--- src/hw/rtl/ofe_pkg.sv ---
package ofe_pkg;

    localparam int MUL_STEPS = 24;
    localparam int DIV_STEPS = 64;

    localparam logic [13:0] DEFAULT_CUT = 14'd307;
    localparam logic [31:0] DT_MIN      = 32'd1000;
    localparam logic [31:0] DT_MAX      = 32'd200000;
    localparam logic [47:0] TAU_K       = 48'd40743665;
    localparam logic [23:0] BETA_Q16    = 24'd39322;
    localparam logic [23:0] USEC_PER_S  = 24'd1000000;
    localparam logic [47:0] USEC_DEN    = 48'd1000000;
    localparam logic [28:0] LEAD_CAP    = 29'd2621;
    localparam logic signed [33:0] OFFSET_LIM = 34'sd26214;

    localparam logic [1:0] REG_LAT_CUT = 2'd0;
    localparam logic [1:0] REG_HORIZON = 2'd1;

    localparam logic [1:0] AXIS_Z = 2'd2;

    typedef enum logic [3:0] {
        ST_IDLE,
        ST_ADIV,
        ST_AXE,
        ST_DXM,
        ST_DXD,
        ST_SM,
        ST_CM,
        ST_PM,
        ST_AD,
        ST_EM,
        ST_OUTS,
        ST_LM,
        ST_LD,
        ST_DONE
    } state_t;

    typedef struct packed {
        logic        opcode;
        logic signed [31:0] pos_x;
        logic signed [31:0] pos_y;
        logic signed [31:0] pos_z;
        logic [31:0] timestamp;
    } in_t;

    typedef struct packed {
        logic        offset_valid;
        logic signed [15:0] offset_x;
        logic signed [15:0] offset_y;
        logic signed [15:0] offset_z;
    } out_t;

    typedef struct packed {
        logic        start;
        logic [47:0] a;
        logic [23:0] b;
    } mul_req_t;

    typedef struct packed {
        logic        start;
        logic [63:0] num;
        logic [47:0] den;
    } div_req_t;

endpackage

--- src/hw/rtl/ofe_mul.sv ---
module ofe_mul (
    input  logic              clk,
    input  logic              rst_n,
    input  ofe_pkg::mul_req_t req,
    output logic              done,
    output logic [63:0]       product
);

    logic [63:0] acc_reg;
    logic [63:0] a_reg;
    logic [23:0] b_reg;
    logic [4:0]  cnt_reg;
    logic        busy_reg;
    logic        done_reg;

    always_ff @(posedge clk or negedge rst_n)
    begin
        if (!rst_n)
        begin
            busy_reg <= 1'b0;
            done_reg <= 1'b0;
            cnt_reg  <= '0;
        end
        else
        begin
            done_reg <= !req.start && busy_reg
                        && (cnt_reg == 5'(ofe_pkg::MUL_STEPS - 1));
            if (req.start)
            begin
                busy_reg <= 1'b1;
                cnt_reg  <= '0;
            end
            else if (busy_reg)
            begin
                cnt_reg <= cnt_reg + 5'd1;
                if (cnt_reg == 5'(ofe_pkg::MUL_STEPS - 1))
                    busy_reg <= 1'b0;
            end
        end
    end

    always_ff @(posedge clk)
    begin
        if (req.start)
        begin
            acc_reg <= '0;
            a_reg   <= {16'd0, req.a};
            b_reg   <= req.b;
        end
        else if (busy_reg)
        begin
            if (b_reg[0])
                acc_reg <= acc_reg + a_reg;
            a_reg <= {a_reg[62:0], 1'b0};
            b_reg <= {1'b0, b_reg[23:1]};
        end
    end

    assign done    = done_reg;
    assign product = acc_reg;

endmodule

--- src/hw/rtl/ofe_div.sv ---
module ofe_div (
    input  logic              clk,
    input  logic              rst_n,
    input  ofe_pkg::div_req_t req,
    output logic              done,
    output logic [63:0]       quotient
);

    logic [63:0] num_reg;
    logic [47:0] den_reg;
    logic [48:0] rem_reg;
    logic [5:0]  cnt_reg;
    logic        busy_reg;
    logic        done_reg;
    logic [48:0] rem_sh;
    logic        fits;

    assign rem_sh = {rem_reg[47:0], num_reg[63]};
    assign fits   = rem_sh >= {1'b0, den_reg};

    always_ff @(posedge clk or negedge rst_n)
    begin
        if (!rst_n)
        begin
            busy_reg <= 1'b0;
            done_reg <= 1'b0;
            cnt_reg  <= '0;
        end
        else
        begin
            done_reg <= !req.start && busy_reg
                        && (cnt_reg == 6'(ofe_pkg::DIV_STEPS - 1));
            if (req.start)
            begin
                busy_reg <= 1'b1;
                cnt_reg  <= '0;
            end
            else if (busy_reg)
            begin
                cnt_reg <= cnt_reg + 6'd1;
                if (cnt_reg == 6'(ofe_pkg::DIV_STEPS - 1))
                    busy_reg <= 1'b0;
            end
        end
    end

    always_ff @(posedge clk)
    begin
        if (req.start)
        begin
            num_reg <= req.num;
            den_reg <= req.den;
            rem_reg <= '0;
        end
        else if (busy_reg)
        begin
            rem_reg <= fits ? rem_sh - {1'b0, den_reg} : rem_sh;
            num_reg <= {num_reg[62:0], fits};
        end
    end

    assign done     = done_reg;
    assign quotient = num_reg;

endmodule

--- src/hw/rtl/ofe_core.sv ---
module ofe_core (
    input  logic              clk,
    input  logic              rst_n,
    input  logic              in_valid,
    output logic              in_ready,
    input  ofe_pkg::in_t      in_data,
    output logic              out_valid,
    input  logic              out_ready,
    output ofe_pkg::out_t     out_data,
    input  logic [13:0]       lat_cut,
    input  logic [16:0]       horizon,
    output ofe_pkg::mul_req_t mul_req,
    input  logic              mul_done,
    input  logic [63:0]       mul_p,
    output ofe_pkg::div_req_t div_req,
    input  logic              div_done,
    input  logic [63:0]       div_q
);

    ofe_pkg::state_t state_reg, state_next;

    logic signed [31:0] est_reg [3];
    logic signed [31:0] slope_reg [3];
    logic signed [31:0] origin_reg [3];
    logic signed [31:0] raw_reg [3];
    logic signed [15:0] off_reg [3];
    logic        have_reg;
    logic        origin_set_reg;
    logic [31:0] last_time_reg;
    logic [31:0] ts_reg;
    logic [17:0] dt_reg;
    logic [15:0] ad_reg;
    logic [1:0]  ax_reg;
    logic        e_neg_reg;
    logic [32:0] e_mag_reg;
    logic        diff_neg_reg;
    logic        out_valid_reg;
    ofe_pkg::out_t out_reg;

    logic        accept;
    logic [31:0] dt_wrap;
    logic [17:0] dt_in;
    logic signed [32:0] e_full;
    logic [32:0] e_mag;
    logic signed [43:0] dx;
    logic signed [44:0] diff;
    logic [44:0] diff_mag;
    logic signed [46:0] s_sum;
    logic signed [31:0] s_new;
    logic [31:0] s_new_mag;
    logic [31:0] slope_mag;
    logic [13:0] mc;
    logic [13:0] mc_ax;
    logic [23:0] fc;
    logic [41:0] pfc;
    logic signed [33:0] est_sum;
    logic [32:0] est_d;
    logic [28:0] lead_mag;
    logic signed [33:0] lead;
    logic signed [33:0] off_full;
    logic signed [15:0] off_clamp;
    logic        show;
    logic        load_out;

    assign accept = in_valid && in_ready;
    assign in_ready = (state_reg == ofe_pkg::ST_IDLE);
    assign show = have_reg && origin_set_reg;
    assign load_out = (state_reg == ofe_pkg::ST_DONE) && (!out_valid_reg || out_ready);

    assign dt_wrap = in_data.timestamp - last_time_reg;
    assign dt_in = (dt_wrap < ofe_pkg::DT_MIN) ? ofe_pkg::DT_MIN[17:0] :
                   (dt_wrap > ofe_pkg::DT_MAX) ? ofe_pkg::DT_MAX[17:0] : dt_wrap[17:0];

    assign e_full = {raw_reg[ax_reg][31], raw_reg[ax_reg]}
                  - {est_reg[ax_reg][31], est_reg[ax_reg]};
    assign e_mag = e_full[32] ? 33'(-e_full) : 33'(e_full);

    assign dx = e_neg_reg ? -$signed({1'b0, div_q[42:0]}) : $signed({1'b0, div_q[42:0]});
    assign diff = {dx[43], dx} - 45'(slope_reg[ax_reg]);
    assign diff_mag = diff[44] ? 45'(-diff) : 45'(diff);

    assign s_sum = diff_neg_reg ? 47'(slope_reg[ax_reg]) - $signed({2'b0, mul_p[60:16]})
                                : 47'(slope_reg[ax_reg]) + $signed({2'b0, mul_p[60:16]});
    assign s_new = (s_sum > 47'sd2147483647) ? 32'sh7FFFFFFF :
                   (s_sum < -47'sd2147483648) ? 32'sh80000000 : s_sum[31:0];
    assign s_new_mag = s_new[31] ? 32'(-s_new) : 32'(s_new);
    assign slope_mag = slope_reg[ax_reg][31] ? 32'(-slope_reg[ax_reg])
                                             : 32'(slope_reg[ax_reg]);

    assign mc = (lat_cut == 14'd0) ? ofe_pkg::DEFAULT_CUT : lat_cut;
    assign mc_ax = (ax_reg == ofe_pkg::AXIS_Z) ? {1'b0, mc[13:1]} : mc;
    assign fc = {10'd0, mc_ax} + {1'b0, mul_p[46:24]};
    assign pfc = mul_p[41:0];

    assign est_d = mul_p[48:16];
    assign est_sum = e_neg_reg ? 34'(est_reg[ax_reg]) - $signed({1'b0, est_d})
                               : 34'(est_reg[ax_reg]) + $signed({1'b0, est_d});

    assign lead_mag = (div_q[63:29] != '0 || div_q[28:0] > ofe_pkg::LEAD_CAP)
                      ? ofe_pkg::LEAD_CAP : div_q[28:0];
    assign lead = slope_reg[ax_reg][31] ? -$signed({5'd0, lead_mag})
                                        : $signed({5'd0, lead_mag});
    assign off_full = 34'(est_reg[ax_reg]) + lead - 34'(origin_reg[ax_reg]);
    assign off_clamp = (off_full > ofe_pkg::OFFSET_LIM) ? ofe_pkg::OFFSET_LIM[15:0] :
                       (off_full < -ofe_pkg::OFFSET_LIM) ? 16'(-ofe_pkg::OFFSET_LIM)
                                                          : off_full[15:0];

    always_comb
    begin
        state_next = state_reg;
        mul_req = '0;
        div_req = '0;
        case (state_reg)
            ofe_pkg::ST_IDLE:
            begin
                if (accept)
                begin
                    if (!in_data.opcode && have_reg)
                    begin
                        div_req.start = 1'b1;
                        div_req.num = {22'd0, dt_in, 24'd0};
                        div_req.den = {22'd0, dt_in, 8'd0} + ofe_pkg::TAU_K;
                        state_next = ofe_pkg::ST_ADIV;
                    end
                    else
                        state_next = ofe_pkg::ST_OUTS;
                end
            end
            ofe_pkg::ST_ADIV:
                if (div_done)
                    state_next = ofe_pkg::ST_AXE;
            ofe_pkg::ST_AXE:
            begin
                mul_req.start = 1'b1;
                mul_req.a = {15'd0, e_mag};
                mul_req.b = ofe_pkg::USEC_PER_S;
                state_next = ofe_pkg::ST_DXM;
            end
            ofe_pkg::ST_DXM:
                if (mul_done)
                begin
                    div_req.start = 1'b1;
                    div_req.num = mul_p;
                    div_req.den = {30'd0, dt_reg};
                    state_next = ofe_pkg::ST_DXD;
                end
            ofe_pkg::ST_DXD:
                if (div_done)
                begin
                    mul_req.start = 1'b1;
                    mul_req.a = {3'd0, diff_mag};
                    mul_req.b = {8'd0, ad_reg};
                    state_next = ofe_pkg::ST_SM;
                end
            ofe_pkg::ST_SM:
                if (mul_done)
                begin
                    mul_req.start = 1'b1;
                    mul_req.a = {16'd0, s_new_mag};
                    mul_req.b = ofe_pkg::BETA_Q16;
                    state_next = ofe_pkg::ST_CM;
                end
            ofe_pkg::ST_CM:
                if (mul_done)
                begin
                    mul_req.start = 1'b1;
                    mul_req.a = {24'd0, fc};
                    mul_req.b = {6'd0, dt_reg};
                    state_next = ofe_pkg::ST_PM;
                end
            ofe_pkg::ST_PM:
                if (mul_done)
                begin
                    div_req.start = 1'b1;
                    div_req.num = {6'd0, pfc, 16'd0};
                    div_req.den = {6'd0, pfc} + ofe_pkg::TAU_K;
                    state_next = ofe_pkg::ST_AD;
                end
            ofe_pkg::ST_AD:
                if (div_done)
                begin
                    mul_req.start = 1'b1;
                    mul_req.a = {15'd0, e_mag_reg};
                    mul_req.b = {8'd0, div_q[15:0]};
                    state_next = ofe_pkg::ST_EM;
                end
            ofe_pkg::ST_EM:
                if (mul_done)
                    state_next = (ax_reg == ofe_pkg::AXIS_Z) ? ofe_pkg::ST_OUTS
                                                             : ofe_pkg::ST_AXE;
            ofe_pkg::ST_OUTS:
            begin
                if (!show)
                    state_next = ofe_pkg::ST_DONE;
                else
                begin
                    mul_req.start = 1'b1;
                    mul_req.a = {16'd0, slope_mag};
                    mul_req.b = {7'd0, horizon};
                    state_next = ofe_pkg::ST_LM;
                end
            end
            ofe_pkg::ST_LM:
                if (mul_done)
                begin
                    div_req.start = 1'b1;
                    div_req.num = mul_p;
                    div_req.den = ofe_pkg::USEC_DEN;
                    state_next = ofe_pkg::ST_LD;
                end
            ofe_pkg::ST_LD:
                if (div_done)
                    state_next = (ax_reg == ofe_pkg::AXIS_Z) ? ofe_pkg::ST_DONE
                                                             : ofe_pkg::ST_OUTS;
            ofe_pkg::ST_DONE:
                if (!out_valid_reg || out_ready)
                    state_next = ofe_pkg::ST_IDLE;
            default:
                state_next = ofe_pkg::ST_IDLE;
        endcase
    end

    always_ff @(posedge clk or negedge rst_n)
    begin
        if (!rst_n)
            state_reg <= ofe_pkg::ST_IDLE;
        else
            state_reg <= state_next;
    end

    always_ff @(posedge clk or negedge rst_n)
    begin
        if (!rst_n)
        begin
            for (int i = 0; i < 3; i++)
            begin
                est_reg[i]    <= '0;
                slope_reg[i]  <= '0;
                origin_reg[i] <= '0;
            end
            have_reg       <= 1'b0;
            origin_set_reg <= 1'b0;
            last_time_reg  <= '0;
            ax_reg         <= '0;
            out_valid_reg  <= 1'b0;
        end
        else
        begin
            if (load_out)
                out_valid_reg <= 1'b1;
            else if (out_valid_reg && out_ready)
                out_valid_reg <= 1'b0;
            case (state_reg)
                ofe_pkg::ST_IDLE:
                    if (accept)
                    begin
                        ax_reg <= '0;
                        if (in_data.opcode)
                        begin
                            if (have_reg)
                                for (int i = 0; i < 3; i++)
                                    origin_reg[i] <= est_reg[i];
                        end
                        else if (!have_reg)
                        begin
                            est_reg[0] <= in_data.pos_x;
                            est_reg[1] <= in_data.pos_y;
                            est_reg[2] <= in_data.pos_z;
                            for (int i = 0; i < 3; i++)
                                slope_reg[i] <= '0;
                            have_reg <= 1'b1;
                            last_time_reg <= in_data.timestamp;
                            if (!origin_set_reg)
                            begin
                                origin_reg[0] <= in_data.pos_x;
                                origin_reg[1] <= in_data.pos_y;
                                origin_reg[2] <= in_data.pos_z;
                                origin_set_reg <= 1'b1;
                            end
                        end
                    end
                ofe_pkg::ST_SM:
                    if (mul_done)
                        slope_reg[ax_reg] <= s_new;
                ofe_pkg::ST_EM:
                    if (mul_done)
                    begin
                        est_reg[ax_reg] <= est_sum[31:0];
                        if (ax_reg == ofe_pkg::AXIS_Z)
                        begin
                            ax_reg <= '0;
                            last_time_reg <= ts_reg;
                            if (!origin_set_reg)
                            begin
                                for (int i = 0; i < 2; i++)
                                    origin_reg[i] <= est_reg[i];
                                origin_reg[2] <= est_sum[31:0];
                                origin_set_reg <= 1'b1;
                            end
                        end
                        else
                            ax_reg <= ax_reg + 2'd1;
                    end
                ofe_pkg::ST_LD:
                    if (div_done)
                        ax_reg <= (ax_reg == ofe_pkg::AXIS_Z) ? 2'd0 : ax_reg + 2'd1;
                default:
                begin
                end
            endcase
        end
    end

    always_ff @(posedge clk)
    begin
        case (state_reg)
            ofe_pkg::ST_IDLE:
                if (accept)
                begin
                    raw_reg[0] <= in_data.pos_x;
                    raw_reg[1] <= in_data.pos_y;
                    raw_reg[2] <= in_data.pos_z;
                    ts_reg <= in_data.timestamp;
                    dt_reg <= dt_in;
                end
            ofe_pkg::ST_ADIV:
                if (div_done)
                    ad_reg <= div_q[15:0];
            ofe_pkg::ST_AXE:
            begin
                e_neg_reg <= e_full[32];
                e_mag_reg <= e_mag;
            end
            ofe_pkg::ST_DXD:
                if (div_done)
                    diff_neg_reg <= diff[44];
            ofe_pkg::ST_OUTS:
                if (!show)
                    for (int i = 0; i < 3; i++)
                        off_reg[i] <= '0;
            ofe_pkg::ST_LD:
                if (div_done)
                    off_reg[ax_reg] <= off_clamp;
            ofe_pkg::ST_DONE:
                if (!out_valid_reg || out_ready)
                begin
                    out_reg.offset_valid <= show;
                    out_reg.offset_x <= off_reg[0];
                    out_reg.offset_y <= off_reg[1];
                    out_reg.offset_z <= off_reg[2];
                end
            default:
            begin
            end
        endcase
    end

    assign out_valid = out_valid_reg;
    assign out_data  = out_reg;

    a_accept_leaves_idle: assert property (@(posedge clk) disable iff (!rst_n)
        accept |=> state_reg != ofe_pkg::ST_IDLE)
        else $error("accepted beat did not start work");

    a_have_sticky: assert property (@(posedge clk) disable iff (!rst_n)
        have_reg |=> have_reg)
        else $error("sample flag dropped");

    a_done_loads: assert property (@(posedge clk) disable iff (!rst_n)
        (state_reg == ofe_pkg::ST_DONE && (!out_valid_reg || out_ready)) |=> out_valid_reg)
        else $error("result beat not loaded");

    a_axis_range: assert property (@(posedge clk) disable iff (!rst_n)
        ax_reg != 2'd3)
        else $error("axis index out of range");

endmodule

--- src/hw/rtl/three_axis_one_euro_position_filter.sv ---
// channel   direction  handshake            payload
// in        input      in_valid/in_ready    in_data (opcode, pos_x/y/z, timestamp)
// out       output     out_valid/out_ready  out_data (offset_valid, offset_x/y/z)
// cfg       input      cfg_we               cfg_index, cfg_data
//
// One bit-serial multiplier and one restoring divider do all multiplications and
// divisions; they set the item time. A filtered sample takes longer from accept to
// result than a seed sample or recenter. Reset is asynchronous, active low; no
// clearing pass.
// A finished beat waits in the output register while the next beat is accepted.
module three_axis_one_euro_position_filter (
    input  logic          clk,
    input  logic          rst_n,
    input  logic          in_valid,
    output logic          in_ready,
    input  ofe_pkg::in_t  in_data,
    output logic          out_valid,
    input  logic          out_ready,
    output ofe_pkg::out_t out_data,
    input  logic          cfg_we,
    input  logic [1:0]    cfg_index,
    input  logic [16:0]   cfg_data
);

    logic [13:0] lat_cut_reg;
    logic [16:0] horizon_reg;

    ofe_pkg::mul_req_t mul_req;
    ofe_pkg::div_req_t div_req;
    logic        mul_done;
    logic        div_done;
    logic [63:0] mul_p;
    logic [63:0] div_q;

    always_ff @(posedge clk or negedge rst_n)
    begin
        if (!rst_n)
        begin
            lat_cut_reg <= ofe_pkg::DEFAULT_CUT;
            horizon_reg <= '0;
        end
        else if (cfg_we)
        begin
            if (cfg_index == ofe_pkg::REG_LAT_CUT)
                lat_cut_reg <= cfg_data[13:0];
            else if (cfg_index == ofe_pkg::REG_HORIZON)
                horizon_reg <= cfg_data;
        end
    end

    ofe_mul u_mul (
        .clk     (clk),
        .rst_n   (rst_n),
        .req     (mul_req),
        .done    (mul_done),
        .product (mul_p)
    );

    ofe_div u_div (
        .clk      (clk),
        .rst_n    (rst_n),
        .req      (div_req),
        .done     (div_done),
        .quotient (div_q)
    );

    ofe_core u_core (
        .clk       (clk),
        .rst_n     (rst_n),
        .in_valid  (in_valid),
        .in_ready  (in_ready),
        .in_data   (in_data),
        .out_valid (out_valid),
        .out_ready (out_ready),
        .out_data  (out_data),
        .lat_cut   (lat_cut_reg),
        .horizon   (horizon_reg),
        .mul_req   (mul_req),
        .mul_done  (mul_done),
        .mul_p     (mul_p),
        .div_req   (div_req),
        .div_done  (div_done),
        .div_q     (div_q)
    );

endmodule

--- config.mk ---
export PLATFORM = sky130hd
export DESIGN_NAME = three_axis_one_euro_position_filter
export DESIGN_NICKNAME = d
export VERILOG_FILES = /design/src/hw/rtl/ofe_pkg.sv /design/src/hw/rtl/ofe_mul.sv /design/src/hw/rtl/ofe_div.sv /design/src/hw/rtl/ofe_core.sv /design/src/hw/rtl/three_axis_one_euro_position_filter.sv
export SDC_FILE = /design/constraint.sdc
export NUM_CORES = 2
export LEC_CHECK = 0
export ABC_CLOCK_PERIOD_IN_PS = 23400
export BUFFER_PORTS_ARGS = -buffer_cell sky130_fd_sc_hd__buf_2
export CORE_UTILIZATION = 40
export CTS_CLUSTER_SIZE = 8
export DETAILED_ROUTE_END_ITERATION = 12
export GPL_TIMING_DRIVEN = 0
export PLACE_DENSITY = 0.65
export SLEW_MARGIN = 20
export SYNTH_ARGS = -nofsm -noshare
export SYNTH_HDL_FRONTEND = slang
export SYNTH_SLANG_ARGS = --single-unit
--- constraint.sdc ---
create_clock -name clk -period 23.4 [get_ports clk]
set_input_delay 1.17 -clock clk [delete_from_list [all_inputs] [get_ports clk]]
set_output_delay 1.17 -clock clk [all_outputs]
set_load 0.01 [all_outputs]
==> reports/results.ini <==
[routing]
top_layer_used=met5
drt_first_iter_violations=9703
via_per_inst=6.29
wirelength_um=321000
dr_wl_met3_um=39700
remaining_drc_errors=0
post_drt_wl_per_cell_um=29.9
final_antenna_net_count=0
drt_pre_antenna_iters=9
num_vias=67386
wl_met2_um=130000
met1_length_um=130000

[sta]
final-setup-viol-count=0
final.setup.tns_ns=0
finClkSkew_ns=0.0716
whs_ns=0.327
period_minus_slack_ns=12.02
tightest_slew_ns=1.39
period_share_pct=51.4
max_clock_freq_mhz=83.2
maxSlewViolCount=0
rsz0062_at_grt=no
slew_headroom_pct=7.49
hold_violations=0

[logic_synthesis]
ys_seq_area_share_pct=37.8
synth_area_um2=68900
syn_area_per_cell_um2=8.69
synth-seq-cells=972
netlist_instances=7929
async_flop_share_pct=38.6
yosys_warnings=0
synth.distinct_cells=108
ys.flop_type=edfxtp_1
syn_nets=8476
synth_edf_count=469

[finish]
final_cell_mix=nand2_1, a21oi_1, nor2_1
fillers=16639
final_common_cell=nand2_1
finish.utilization_pct=45.7
drive_gt1_share_pct=7.35
final_nets=8844
area_growth_pct=12.8

[worst_setup_path]
reg2reg_from=u_core.ax_reg[0]
crit_fanout=10
crit_path_end_kind=flop
startpoint=u_core.ax_reg[0]
rr_worst_depth=27
cp.required_ns=23.85
critPathKind=flop to flop
crit_end=u_mul.a_reg[31]
crit_path_start_kind=flop
reg2reg_to=u_mul.a_reg[31]
arrival_ns=12.47
regToRegSetupSlack_ns=11.38

[cts]
cts_max_level=4
path_clk_slew_ns=0.05
cts-root-buf=clkbuf_16
clock-sinks=972
tritoncts=done
clockBufferDepth=3
post_cts_resized=0
clk_latency_ns=0.85
cts-buffers-inserted=142
holdBufCountCts=0
cts_setup_buffers=0

[global_routing]
grt_max_degree=92
overflow=0
grt_first_pass_wirelength_um=451000
grt_pass1_vias=62257
track_usage_pct=35.8
antenna_found_initial=42

[floorplan]
die_h_um=417
die_area_um2=174000
core_region_area_um2=170000
start_util_pct=40.5
pin_count=204
die_x_um=417
fp-row-count=151

[placed_design]
port_buffers=202
hpwl_um=250000
gp_congestion=1.06

[status]
status=finished clean

[min_path]
hold_path_class=input pin to asynchronous set/reset pin

[flow_run]
drv_cap=0

-- per-stage QoR --
stage / std cells / area, um2 / worst slack [ns]
after floorplan: 7929 / 68900 / 15.32
after global placement: 10426 / 72800 / 11.30
after detailed placement: 10446 / 73300 / 12.00
after CTS: 10692 / 77600 / 11.93
after global routing: 10708 / 77700 / 11.03
final: 10720 / 77700 / 11.38
-- worst min-delay path by stage --
stage / start / endpoint / slack (ns) / cells after the start
2_1_floorplan: u_core.off_reg[2][0] / out_data[0] / 0.40 / 0
3_3_place_gp: u_core.off_reg[2][4] / out_data[4] / 0.40 / 0
3_5_place_dp: u_core.off_reg[2][0] / out_data[0] / 0.41 / 0
4_1_cts: rst_n / u_core.origin_reg[56] / 0.32 / 1
5_1_grt: rst_n / u_core.est_reg[51] / 0.36 / 1
6_report: rst_n / u_core.origin_reg[56] / 0.33 / 1
-- critical path, stage by stage (launching register included) --
cell       delay, ns
dfrtp_1         0.38
clkbuf_1        0.38
nor2b_1         0.28
clkbuf_1        0.44
buf_1           0.56
clkbuf_1        0.52
buf_1           0.87
buf_1           0.70
buf_1           0.80
a21oi_1         0.50
inv_1           0.23
ha_1            0.19
inv_1           0.06
fa_1            0.43
a211oi_1        0.23
o21bai_1        0.18
a2111oi_2       0.81
o31ai_1         0.38
a211oi_1        0.60
o21ai_0         0.19
xnor2_1         0.72
nand2_1         0.14
or2_2           0.33
nor4_1          0.52
a41oi_1         0.22
xor2_1          0.53
nand2_1         0.12
o311ai_0        0.34
-- routing by layer --
layer  vias up  track usage (%)
li1      29480                -
met1     32898             47.6
met2      4122             50.5
met3       860             11.6
met4        26             21.1
met5         -                0
-- logic make-up after synthesis --
family | count (synthesis) | synth area share, %
XOR/XNOR | 580 | 7.38
adder cells (fa/ha/maj) | 394 | 7.60
AND/OR/NAND/NOR | 2399 | 15.9
multiplexers | 314 | 4.68
AO/OA/AOI/OAI | 2475 | 22.3
buffers and inverters | 795 | 4.36
flip-flops | 972 | 37.8
-- synth_stat cells, types with 18 or more instances --
library cell	n	area [um2]
nor4_1	46	288
nand4_1	67	419
a211oi_1	72	541
mux2i_1	249	2490
a22o_1	31	272
dfxtp_1	128	2560
or2_2	30	188
edfxtp_1	469	14100
xor2_1	179	1570
o211ai_1	50	375
o21bai_1	51	383
buf_1	47	176
a221oi_1	43	377
a21oi_1	757	3790
nand3b_1	19	143
ha_1	353	4420
o41ai_1	22	193
nand3_1	131	656
o221ai_1	19	166
or3_1	54	338
nor2b_1	53	332
o31ai_1	58	435
o21ai_0	668	3340
nor3b_1	19	143
o21a_1	66	495
fa_1	41	821
nand2_1	912	3420
and2_1	56	350
xnor2_1	400	3500
dfrtp_1	370	9260
a22oi_1	35	263
a31oi_1	114	713
o2111ai_1	18	158
inv_1	359	1350
and3_1	55	344
a21o_1	179	1340
o21ai_1	20	100
mux2_2	64	721
a222oi_1	42	420
clkbuf_1	371	1390
nand2b_1	79	494
nor2_1	682	2560
o22ai_1	42	263
nor3_1	127	636
-- area by class of cell --
type	instances	area [um2]	area share (%)
clock inverters	17	355	0.457
diodes	26	65.1	0.0837
repair buffers	224	1380	1.78
inverters	361	1360	1.74
plain buffers	434	1690	2.18
clock buffers	229	3940	5.07
well taps	2295	2870	3.69
multi-input cells	6162	40000	51.5
flip-flops and latches	972	26000	33.5
Power is left out: the tool's default activity adds up to more than one toggle a clock period on the data nets, which glitch-free logic cannot reach.
